===== src/design/iea_pkg.sv =====
// shared widths, register indexes and saturation helpers for the energy accumulator
package iea_pkg;

  localparam int SampleW = 16;
  localparam int CoefW   = 16;
  localparam int StateW  = 32;
  localparam int SumW    = 31;
  localparam int CfgIdxW = 3;
  localparam int DigitsN = 8;   // radix-4 digits in a 16-bit coefficient
  localparam int AccW    = 36;

  typedef logic [CfgIdxW-1:0] cfg_idx_t;
  typedef logic signed [StateW-1:0] state_t;
  typedef logic [SumW-1:0] sum_t;

  localparam cfg_idx_t REG_A1      = 3'd0;
  localparam cfg_idx_t REG_A2      = 3'd1;
  localparam cfg_idx_t REG_BX      = 3'd2;
  localparam cfg_idx_t REG_BU_PREV = 3'd3;
  localparam cfg_idx_t REG_BU_CUR  = 3'd4;

  localparam state_t POS_MAX    = 32'sh7FFF_FFFF;
  localparam state_t NEG_MIN    = 32'sh8000_0000;
  localparam sum_t   SQ_POS_SAT = 31'h7FFF_FFFE;
  localparam sum_t   SQ_NEG_SAT = 31'h7FFF_FFFF;
  localparam sum_t   SUM_MAX    = 31'h7FFF_FFFF;

  // clamp a 33-bit signed value into 32 bits
  function automatic state_t sat32(input logic signed [StateW:0] v);
    state_t r;
    if (v[StateW] != v[StateW-1]) begin
      r = v[StateW] ? NEG_MIN : POS_MAX;
    end else begin
      r = v[StateW-1:0];
    end
    return r;
  endfunction

  // square of sat(w * 2^16) in q31, given 2*w*w from the multiplier for the in-range case
  function automatic sum_t sq_of(input state_t w, input sum_t prod2);
    sum_t r;
    if (w > 32'sd32767) begin
      r = SQ_POS_SAT;
    end else if (w < -32'sd32767) begin
      r = SQ_NEG_SAT;
    end else begin
      r = prod2;
    end
    return r;
  endfunction

  // saturating add of two non-negative 31-bit values
  function automatic sum_t add_sat(input sum_t a, input sum_t b);
    logic [SumW:0] s;
    s = {1'b0, a} + {1'b0, b};
    return s[SumW] ? SUM_MAX : s[SumW-1:0];
  endfunction

endpackage


===== src/design/iir_energy_accumulator_top.sv =====
// top level: second-order recursion with energy sums on a shared radix-4 serial multiplier
//
//   channel | ports                                        | handshake
//   --------+----------------------------------------------+-------------------
//   input   | in_sample, in_frame_end                      | in_valid / in_ready
//   result  | out_voltage_energy, out_displacement_energy  | out_valid / out_ready
//   config  | cfg_idx, cfg_wdata                           | cfg_we, no wait
//
// each item runs seven 16x32 products through one multiplier that retires two coefficient
// bits a cycle, with a load and a post step per product, plus a step for the recursion
// output, one for the result hand-off and the accept step in idle.
// rst_n is synchronous, active low, and clears coefficients, state and sums.
// a result waits in the output register while the next item is taken; only if a new
// frame end finishes while the old result is still held does the block stall.
module iir_energy_accumulator_top (
  input  logic                                clk,
  input  logic                                rst_n,
  input  logic                                in_valid,
  output logic                                in_ready,
  input  logic signed [iea_pkg::SampleW-1:0]  in_sample,
  input  logic                                in_frame_end,
  output logic                                out_valid,
  input  logic                                out_ready,
  output logic [iea_pkg::SumW-1:0]            out_voltage_energy,
  output logic [iea_pkg::SumW-1:0]            out_displacement_energy,
  input  logic                                cfg_we,
  input  logic [iea_pkg::CfgIdxW-1:0]         cfg_idx,
  input  logic [iea_pkg::CoefW-1:0]           cfg_wdata
);
  import iea_pkg::*;

  typedef enum logic [2:0] {
    ST_IDLE, ST_LOAD, ST_MUL, ST_POST, ST_YCALC, ST_EMIT
  } fsm_t;

  typedef enum logic [2:0] {
    OP_A1, OP_A2, OP_BU_CUR, OP_BU_PREV, OP_BX, OP_SQ_U, OP_SQ_V
  } op_t;

  fsm_t   state_r;
  op_t    op_r;
  logic [2:0] digit_r;

  logic signed [CoefW-1:0] coef_a1_r, coef_a2_r, coef_bx_r, coef_bu_prev_r, coef_bu_cur_r;

  state_t p_r, q_r, y_r, t_r, w_r, v_r;
  logic signed [SampleW-1:0] x_r;
  logic   fe_r;
  sum_t   sum_v_r, sum_d_r;
  sum_t   out_v_r, out_d_r;
  logic   out_valid_r;

  // serial multiplier registers
  state_t                  mcand_r;
  logic [CoefW-1:0]        mplr_r;
  logic signed [AccW-1:0]  acc_r;
  logic [CoefW-1:0]        low_r;
  logic                    spec_r;

  // operand selection for the next product
  state_t                  ld_mcand;
  logic signed [CoefW-1:0] ld_mplr;

  always_comb begin
    case (op_r)
      OP_A1:      begin ld_mcand = p_r; ld_mplr = coef_a1_r;      end
      OP_A2:      begin ld_mcand = q_r; ld_mplr = coef_a2_r;      end
      OP_BU_CUR:  begin ld_mcand = y_r; ld_mplr = coef_bu_cur_r;  end
      OP_BU_PREV: begin ld_mcand = p_r; ld_mplr = coef_bu_prev_r; end
      OP_BX:      begin ld_mcand = y_r; ld_mplr = coef_bx_r;      end
      OP_SQ_U: begin
        ld_mcand = StateW'($signed(w_r[CoefW-1:0]));
        ld_mplr  = w_r[CoefW-1:0];
      end
      OP_SQ_V: begin
        ld_mcand = StateW'($signed(v_r[CoefW-1:0]));
        ld_mplr  = v_r[CoefW-1:0];
      end
      default: begin ld_mcand = p_r; ld_mplr = coef_a1_r; end
    endcase
  end

  // one radix-4 digit: top digit carries the coefficient sign
  logic                    last_digit;
  logic signed [AccW-1:0]  mc_ext, part0, part1, step_sum;

  assign last_digit = (digit_r == 3'(DigitsN - 1));
  assign mc_ext     = AccW'(mcand_r);
  assign part0      = mplr_r[0] ? mc_ext : '0;
  assign part1      = mplr_r[1] ? (last_digit ? -(mc_ext <<< 1) : (mc_ext <<< 1)) : '0;
  assign step_sum   = acc_r + part0 + part1;

  // product views: q15 scaling for coefficients, doubled low half for squares
  state_t mq_val;
  sum_t   sq_prod2;
  sum_t   sq_val;

  assign mq_val   = spec_r ? POS_MAX : {acc_r[StateW-2:0], low_r[CoefW-1]};
  assign sq_prod2 = {acc_r[13:0], low_r, 1'b0};
  assign sq_val   = sq_of((op_r == OP_SQ_U) ? w_r : v_r, sq_prod2);

  assign in_ready                = (state_r == ST_IDLE);
  assign out_valid               = out_valid_r;
  assign out_voltage_energy      = out_v_r;
  assign out_displacement_energy = out_d_r;

  // coefficient registers
  always_ff @(posedge clk) begin
    if (!rst_n) begin
      coef_a1_r      <= '0;
      coef_a2_r      <= '0;
      coef_bx_r      <= '0;
      coef_bu_prev_r <= '0;
      coef_bu_cur_r  <= '0;
    end else if (cfg_we) begin
      unique case (cfg_idx)
        REG_A1:      coef_a1_r      <= cfg_wdata;
        REG_A2:      coef_a2_r      <= cfg_wdata;
        REG_BX:      coef_bx_r      <= cfg_wdata;
        REG_BU_PREV: coef_bu_prev_r <= cfg_wdata;
        REG_BU_CUR:  coef_bu_cur_r  <= cfg_wdata;
        default: ;
      endcase
    end
  end

  // sequencer, datapath and result register
  always_ff @(posedge clk) begin
    if (!rst_n) begin
      state_r     <= ST_IDLE;
      op_r        <= OP_A1;
      digit_r     <= '0;
      p_r         <= '0;
      q_r         <= '0;
      sum_v_r     <= '0;
      sum_d_r     <= '0;
      out_valid_r <= 1'b0;
    end else begin
      if (out_valid_r && out_ready && !(state_r == ST_EMIT && fe_r)) begin
        out_valid_r <= 1'b0;
      end
      unique case (state_r)
        ST_IDLE: begin
          if (in_valid) begin
            x_r     <= in_sample;
            fe_r    <= in_frame_end;
            op_r    <= OP_A1;
            state_r <= ST_LOAD;
          end
        end
        ST_LOAD: begin
          mcand_r <= ld_mcand;
          mplr_r  <= ld_mplr;
          spec_r  <= (ld_mcand == NEG_MIN) && (ld_mplr == -16'sd32768);
          acc_r   <= '0;
          digit_r <= '0;
          state_r <= ST_MUL;
        end
        ST_MUL: begin
          acc_r   <= step_sum >>> 2;
          low_r   <= {step_sum[1:0], low_r[CoefW-1:2]};
          mplr_r  <= mplr_r >> 2;
          digit_r <= digit_r + 3'd1;
          if (last_digit) begin
            state_r <= ST_POST;
          end
        end
        ST_POST: begin
          case (op_r)
            OP_A1: begin
              t_r     <= sat32({mq_val, 1'b0});
              op_r    <= OP_A2;
              state_r <= ST_LOAD;
            end
            OP_A2: begin
              t_r     <= sat32(33'(t_r) + 33'(mq_val));
              op_r    <= OP_BU_CUR;
              state_r <= ST_YCALC;
            end
            OP_BU_CUR: begin
              t_r     <= mq_val;
              op_r    <= OP_BU_PREV;
              state_r <= ST_LOAD;
            end
            OP_BU_PREV: begin
              w_r     <= sat32(33'(t_r) + 33'(mq_val));
              op_r    <= OP_BX;
              state_r <= ST_LOAD;
            end
            OP_BX: begin
              v_r     <= mq_val;
              op_r    <= OP_SQ_U;
              state_r <= ST_LOAD;
            end
            OP_SQ_U: begin
              sum_v_r <= add_sat(sum_v_r, sq_val);
              op_r    <= OP_SQ_V;
              state_r <= ST_LOAD;
            end
            default: begin
              sum_d_r <= add_sat(sum_d_r, sq_val);
              q_r     <= p_r;
              p_r     <= y_r;
              state_r <= ST_EMIT;
            end
          endcase
        end
        ST_YCALC: begin
          // recursion output from input and feedback
          y_r     <= sat32(33'(x_r) - 33'(t_r));
          state_r <= ST_LOAD;
        end
        ST_EMIT: begin
          if (!fe_r) begin
            state_r <= ST_IDLE;
          end else if (!out_valid_r || out_ready) begin
            out_v_r     <= sum_v_r;
            out_d_r     <= sum_d_r;
            out_valid_r <= 1'b1;
            state_r     <= ST_IDLE;
          end
        end
        default: state_r <= ST_IDLE;
      endcase
    end
  end

endmodule

===== config.mk =====
export PLATFORM = sky130hd
export DESIGN_NAME = iir_energy_accumulator_top
export DESIGN_NICKNAME = d
export VERILOG_FILES = /design/src/design/iea_pkg.sv /design/src/design/iir_energy_accumulator_top.sv
export SDC_FILE = /design/constraint.sdc
export NUM_CORES = 1
export LEC_CHECK = 0
export ABC_AREA = 1
export ABC_CLOCK_PERIOD_IN_PS = 8650
export BUFFER_PORTS_ARGS = -buffer_cell sky130_fd_sc_hd__buf_4
export CORE_MARGIN = 5
export CORE_UTILIZATION = 30
export DETAILED_ROUTE_END_ITERATION = 10
export PLACE_DENSITY_LB_ADDON = 0.3
export SETUP_SLACK_MARGIN = 0.1
export SKIP_CTS_REPAIR_TIMING = 1
export SLEW_MARGIN = 5
export SYNTH_ARGS = -nofsm -noshare
export SYNTH_HDL_FRONTEND = slang
export SYNTH_SLANG_ARGS = --single-unit
export TNS_END_PERCENT = 10

===== constraint.sdc =====
create_clock -name clk -period 8.65 [get_ports clk]
set_clock_uncertainty 0.1 [all_clocks]
set_input_delay 0.865 -clock clk [delete_from_list [all_inputs] [get_ports clk]]
set_output_delay 0.865 -clock clk [all_outputs]
set_load 0.1 [all_outputs]

==> results of run 1 <==
==> cell usage in the layout, fill, tap and decap left out, drive strengths merged, types with 2 or more instances in the layout <==
cell type	count
a211oi	2
a22oi	2
o21a	12
nor2	615
and2	3
clkinvlp	4
clkinv	16
nor4	16
o2111ai	2
edfxtp	306
bufinv	3
o21ai	387
nand3b	30
fa	39
clkbuf	84
dfxtp	216
o211ai	8
ha	168
a32o	2
nand3	191
and3	2
nand4	34
a21boi	8
a31oi	11
inv	551
xor2	44
nor3	68
o21bai	21
nand2	1038
o22ai	31
a21o	25
buf	131
xnor2	38
a21oi	398
or2	20
==> final timing paths <==
kind         cells past startpoint  slack, ps                  from                  endpoint
max                             20       3230  op_r[2]$_SDFFE_PN0P_  sum_v_r[30]$_SDFFE_PN0P_
min reg2reg                      0        340    low_r[7]$_DFFE_PP_        low_r[5]$_DFFE_PP_
min                              1        320          in_sample[0]          x_r[0]$_DFFE_PP_
max reg2reg                     20       3230  op_r[2]$_SDFFE_PN0P_  sum_v_r[30]$_SDFFE_PN0P_
==> power by group through the flow <==
stage / Clock, mW / Combinational, mW / Sequential [mW]
5_1_grt: 2.78 / 2.33 / 2.91
3_5_place_dp: 0 / 2.05 / 2.95
6_report: 2.62 / 2.08 / 2.90
4_1_cts: 2.67 / 2.07 / 2.90
3_3_place_gp: 0 / 2.05 / 2.95
2_1_floorplan: 0 / 1.47 / 2.92
==> cells in the mapped netlist, drive strengths merged, types with 3 or more instances <==
cell type  instances
o211ai             8
nand3b            30
nand2           1038
o21ai            387
dfxtp            216
fa                39
nand3            191
a21boi             8
a21oi            398
inv              546
buf               55
xor2              44
nor2             615
a31oi             11
and2               3
o21a              12
ha               168
o21bai            21
o22ai             31
nand4             34
nor3              68
or2               20
a21o              25
edfxtp           306
nor4              16
xnor2             38
clkbuf            81
==> layout make-up <==
cell class	instances	area [um^2]
Inverter	548	2060
Multi-Input combinational cell	3221	16800
Clock inverter	26	234
Tap cell	1414	1770
Clock buffer	84	1790
Sequential cell	522	13500
Fill cell	11600	71800
Timing Repair Buffer	131	983
==> layer usage <==
metal	GRT usage, %	up-vias	wire length (um)
li1	-	14800	-
met1	23.9	13700	48300
met2	30.6	771	51000
met3	2.24	160	5440
met4	5.56	0	3550
met5	0	-	0
==> cells by family (layout without fill, tap and decap cells) <==
kind of cell,Yosys count,after routing,synth area share (%)
simple gates,2018,2018,25.1
compound gates,914,914,14.8
buf+inv,684,789,8.22
flops,522,522,40.9
fa+ha+maj,207,207,8.73
xor+xnor,82,82,2.18
==> worst max-delay path, delay by kind of cell, from the launching register on <==
| family | cells | cell delay [ps] |
|---|---|---|
| compound gates | 6 | 1270 |
| fa+ha+maj | 1 | 480 |
| buf+inv | 2 | 380 |
| flops | 1 | 720 |
| simple gates | 11 | 2330 |
==> per-stage QoR <==
step | setup WS, ps | hold slack [ps] | instance area [um^2] | total power, mW
after floorplan | 2200 | 317 | 33000 | 4.39
after global placement | 3340 | 319 | 35200 | 5.00
after detailed placement | 3270 | 328 | 35200 | 5.01
after CTS | 3250 | 284 | 37200 | 7.64
after global routing | 2610 | 287 | 37200 | 8.02
final | 3230 | 322 | 37200 | 7.60
==> registers in the layout (all words and copies together) (netlist names), 31 cells and up <==
| signal | cells |
|---|---|
| y_r | 32 |
| t_r | 32 |
| q_r | 32 |
| acc_r | 34 |
| sum_d_r | 31 |
| out_voltage_energy | 31 |
| w_r | 32 |
| out_displacement_energy | 31 |
| v_r | 32 |
| mcand_r | 32 |
| p_r | 32 |
| sum_v_r | 31 |
==> impl_results.md, run 1 <==
* Status: finished, final reports clean
* Internal power at 4.97 mW
* H-tree Lvls at 2
* Leakage at 16.7 nW
* Area leader, netlist: edfxtp_1
* Most used cell, CP: nand2_1
* Post-synthesis cell area at 0.0330 mm^2
* Worst-path cell chain: nand2_2 > nor2_4 > nand2_1 > and2_1 > a21oi_1 > nand4_1 > nor3_1 > nand2_1 > nand2_2 > nand3_1 > ha_1 > a21oi_1 > o21ai_0 > nand2_1 > o2111ai_1 > o21ai_2 > buf_4 > nand2_1 > o21ai_0 > inv_1
* Final HPWL DP at 83900 um
* Most used DFF post-synth: edfxtp_1
* Reg clk slew, reported paths at 60 ps
* Fmax achieved at 184 MHz
* Initial antenna violation count at 0
* Worst Hold Class: in -> reg
* Post-synthesis instance total at 4427
* CP Class: reg -> reg
* Final core utilization at 34.1%
* Hold Violations, Final at 0
* Chip Height at 342 um
* Gr ovfl total at 0
* Synth Warn # at 0
* Post-layout min period at 5420 ps
* Sequential Power Share at 38.2%
* Yosys cell types at 54
* Finished Layout Cells at 5946
* Row count at 121
* Via count at 29.4k
* Setup violations, final at 0
* DRT Pass-1 Iters at 6
* Switching Share at 34.5%
* Remaining DRCs at 0
* Cell Pwr Density at 204 mW/mm^2
* Die ar. at 0.117 mm^2
* Crit path DAT at 5840 ps
* Routed WL per cell at 18.2 um
* Global Route Usage Sum at 18.0%
* RSZ-0062 raised after global routing: no
* Cell count after placement at 5836
* # diodes at 0
* Initial core utilization at 30.3%
* Sw power at 2.62 mW
* Sequential share of the synthesized area at 40.9%
* Synth async-reset ratio at 0%
* TritonCTS clock tree: built
* Final ANT Viol Nets at 0
* Slew HR at 24.5%
* Top cell type's share of synthesized area at 27.8%
* Root Driver: clkbuf_16
* Largest net degree at the start of global routing at 116
* Port Buf Inserts at 104
* Max incr delay on CP at 720 ps
* Syn_area_per_cell at 7.46 um^2
* Critical path startpoint category: register
* Final #Nets at 4731
* Sink Count at 522
* Slew Limit Fails at 0
* Gpl congestion at 0.928
* Largest cells by area after synthesis: edfxtp_1 28%, dfxtp_1 13%, nand2_1 12%
* Setup TNS at 0 ps
* Area growth from synthesis to layout at 12.6%
* Core Region at 0.109 mm^2
* Clk_lat worst skew at 630 ps
* Post-synth EDFFs at 306
* Slowest cell on the critical path: dfxtp_1
* Number of max-cap violations at 0
* Share of layout cells above drive strength 1 at 6.55%
* #FFs+latches synth at 522
* First-pass GRT wire length at 165000 um
* Mapped Nets at 4675
* Least-Margin Pin Slew at 1130 ps
* Critical Path RT at 9070 ps
* Num CTS Buffers at 59
* Logic pwr share at 27.4%
* Critical Path End Type: register
* Routed vias/inst at 4.94
* I/O Pins at 105
* Peak supply drop at 143 uV
* DIE WIDTH at 342 um
* Vias in the first global route at 27.9k
* Clock power frac at 34.4%
* Routed Wire Length at 108000 um
* CTS max path bufs at 3
* Crit Path Max Fanout at 31
* Initial DRC Count at 2370
* Final period utilization at 62.7%
Note: power is estimated with default switching activity, not from simulation.
==> inputs of run 2 (changes only) <==
ABC_AREA = 0   (was 1)
ABC_CLOCK_PERIOD_IN_PS = 4900   (was 8650)
clock period = 4.9 ns   (was 8.65 ns; I/O delays follow)
==> run 2 against run 1 <==
Effect of this change:
- flip-flop and latch count did not move
- total power up 120%
- die area decreased by 5.4%
- synthesized cell count decreased by 23%
- critical path depth grew 2
- register-to-register slack got worse by 3000 ps
- critical path type unchanged
- largest power group is now combinational logic
==> impl_results.md, run 2 <==
* Cell Pwr Density at 457 mW/mm^2 (+120%)
* Largest cells by area after synthesis: edfxtp_1 29%, dfxtp_1 14%, a21oi_1 7.2%
* Sink Count at 522 (unchanged)
* Initial core utilization at 30.2% (-0.13 points)
* Cell count after placement at 4852 (-17%)
* Max incr delay on CP at 520 ps (-200 ps)
* Fmax achieved at 212 MHz (+15%)
* Global-route met3 utilization at 2.57% (+0.33 points)
* Critical path startpoint category: register
* H-tree Lvls at 2 (unchanged)
* Post-synth EDFFs at 306 (unchanged)
* Leakage at 13.8 nW (-17%)
* Met2 Use GR at 25.2% (-5.4 points)
* Final period utilization at 96.2% (+34 points)
* Routed vias/inst at 5.20 (+5.3%)
* Slowest cell on the critical path: or4_4
* Peak supply drop at 315 uV (+120%)
* Post-synthesis cell area at 0.0312 mm^2 (-5.6%)
* Total power at 16.9 mW (+120%)
* Hold Violations, Final at 0 (unchanged)
* Critical Path End Type: register
* Die ar. at 0.110 mm^2 (-5.4%)
* Via count at 25.9k (-12%)
* Worst-path cell chain: inv_2 > buf_4 > nand3_4 > or4_4 > buf_6 > nand2_2 > xnor2_1 > and2_1 > fa_1 > ha_4 > nand3_2 > a21o_1 > a221oi_2 > buf_4 > a221oi_4 > o41ai_4 > a311oi_2 > buf_4 > o31ai_4 > buf_4 > xnor2_2 > nor2_1
* Row count at 118 (-2.5%)
* Yosys cell types at 84 (+56%)
* Slew HR at 15.5% (-9.0 points)
* Clk_lat worst skew at 640 ps (about the same)
* CP bufs+invs at 6 (+4)
* Slew Limit Fails at 0 (unchanged)
* Gr ovfl total at 0 (unchanged)
* Finished Layout Cells at 4988 (-16%)
* Global Route Usage Sum at 16.1% (-1.9 points)
* Reg clk slew, reported paths at 60 ps (about the same)
* Most numerous cell in the Yosys netlist: a21oi_1
* First-pass GRT wire length at 144000 um (-13%)
* Final instance area at 0.0370 mm^2 (-0.58%)
* Routed WL per cell at 18.7 um (+2.9%)
* DRT Pass-1 Iters at 5 (-1)
* Gpl congestion at 0.887 (-4.3%)
* Critical Path RT at 5160 ps (-3910 ps)
* Top cell type's share of synthesized area at 29.5% (+1.6 points)
* Crit Path Max Fanout at 3 (-90%)
* Largest net degree at the start of global routing at 68 (-41%)
* RSZ-0062 raised after global routing: yes
* Syn_area_per_cell at 9.16 um^2 (+23%)
* Busiest layer in global routing: met2
* Sequential share of the synthesized area at 43.4% (+2.4 points)
* Top post-synthesis cells by count: 446 x a21oi_1, 445 x nand2_1, 306 x edfxtp_1
* Chip Height at 332 um (-2.7%)
* Synth Warn # at 0 (unchanged)
* Dpl cell area at 0.0342 mm^2 (-2.7%)
* Final #Nets at 3809 (-19%)
* I/O Pins at 105 (unchanged)
* Worst Hold Class: in -> reg
* Least-Margin Pin Slew at 1260 ps (+134 ps)
* Port Buf Inserts at 104 (unchanged)
* Crit path DAT at 4980 ps (-860 ps)
* Num CTS Buffers at 57 (-3.4%)
* Most used DFF post-synth: edfxtp_1
* Post-layout min period at 4710 ps (-708 ps)
* Share of layout cells above drive strength 1 at 13.7% (+7.2 points)
* Final ANT Viol Nets at 0 (unchanged)
* Final core utilization at 35.8% (+1.7 points)
* # fillers at 10.5k (-9.5%)
* Max reg flops at 34 (unchanged)
* Area growth from synthesis to layout at 18.6%
* Final HPWL DP at 69700 um (-17%)
* Area leader, netlist: edfxtp_1
* CTS max path bufs at 3 (unchanged)
* Most frequent cells in the layout: 442 x nand2_1, 437 x a21oi_1, 306 x edfxtp_1
* #FFs+latches synth at 522 (unchanged)
* Remaining DRCs at 0 (unchanged)
* Post-synthesis instance total at 3403 (-23%)
* Most used cell, CP: buf_4
* Grt met1 use at 23.3% (-0.60 points)
* Mapped Nets at 3651 (-22%)
* Setup violations, final at 0 (unchanged)
* CP Class: reg -> reg
* Initial DRC Count at 2041 (-14%)
* Initial antenna violation count at 0 (unchanged)
* # diodes at 0 (unchanged)
* Synth async-reset ratio at 0% (unchanged)
* TritonCTS clock tree: built
* Biggest register: acc_r
* Core Region at 0.103 mm^2 (-5.2%)
* Hold WS at 31.6 ps (-290 ps)
* Routed Wire Length at 93400 um (-14%)
* Family with the most delay on the worst path: compound AO/OA/AOI/OAI gates
* Commonest non-fill, non-tap cell in the layout: nand2_1
* Number of max-cap violations at 0 (unchanged)
* Status: finished, final reports clean
* DIE WIDTH at 332 um (-2.7%)
* Root Driver: clkbuf_16
* Vias in the first global route at 24.4k (-13%)
-- run 2: tightest hold or removal path: stages --
cell and delay (ps):
buf_4 130, nand2_1 50, a21oi_1 50
-- run 2: worst paths after layout --
kind / from / to / slack, ps / depth (start not counted)
min reg2reg: low_r[11]$_DFFE_PP_ / low_r[9]$_DFFE_PP_ / 340 / 0
max: mcand_r[0]$_DFFE_PP_ / acc_r[28]$_SDFFCE_PN0P_ / 190 / 22
min: cfg_wdata[6] / coef_bx_r[6]$_SDFFE_PN0P_ / 30 / 3
max reg2reg: mcand_r[0]$_DFFE_PP_ / acc_r[28]$_SDFFCE_PN0P_ / 190 / 22
-- run 2: per-layer routing --
layer,share of wire [%],vias to the layer above
met2,44,724
li1,-,12700
met1,48,12400
met3,5.4,110
met5,0,-
met4,2.5,0
-- run 2: layout make-up --
type	count	area, um^2	share of cell area (%)
multi-input cells	2584	17100	46.3
well taps	1380	1730	4.67
flip-flops and latches	522	13500	36.6
clock buffers	72	1600	4.32
repair buffers	275	2190	5.92
inverters	121	457	1.24
clock inverters	34	369	0.998
-- run 2: through the flow --
stage | worst slack, ps | TNS (ps)
after floorplan | -10.0 | -320
after global placement | 88.0 | 0
after detailed placement | 32.5 | 0
after CTS | -4.57 | -4.57
after global routing | 36.4 | 0
final | 185 | 0
-- run 2: logic make-up (layout without fill, tap and decap cells) --
| kind of cell | after synthesis | after routing | synth area share, % |
|---|---|---|---|
| AND/OR/NAND/NOR | 1113 | 1113 | 16.6 |
| AO/OA/AOI/OAI | 1058 | 1058 | 21.1 |
| flip-flops | 522 | 522 | 43.4 |
| buffers and inverters | 297 | 502 | 3.65 |
| XOR/XNOR | 158 | 158 | 4.44 |
| multiplexers | 44 | 44 | 1.45 |
| adder cells (fa/ha/maj) | 211 | 211 | 9.39 |
-- run 2: power by group --
group	total, mW	switching [mW]	internal, mW
sequential	5.64	0.369	5.27
combinational	6.74	4.06	2.68
clock	4.52	1.93	2.59
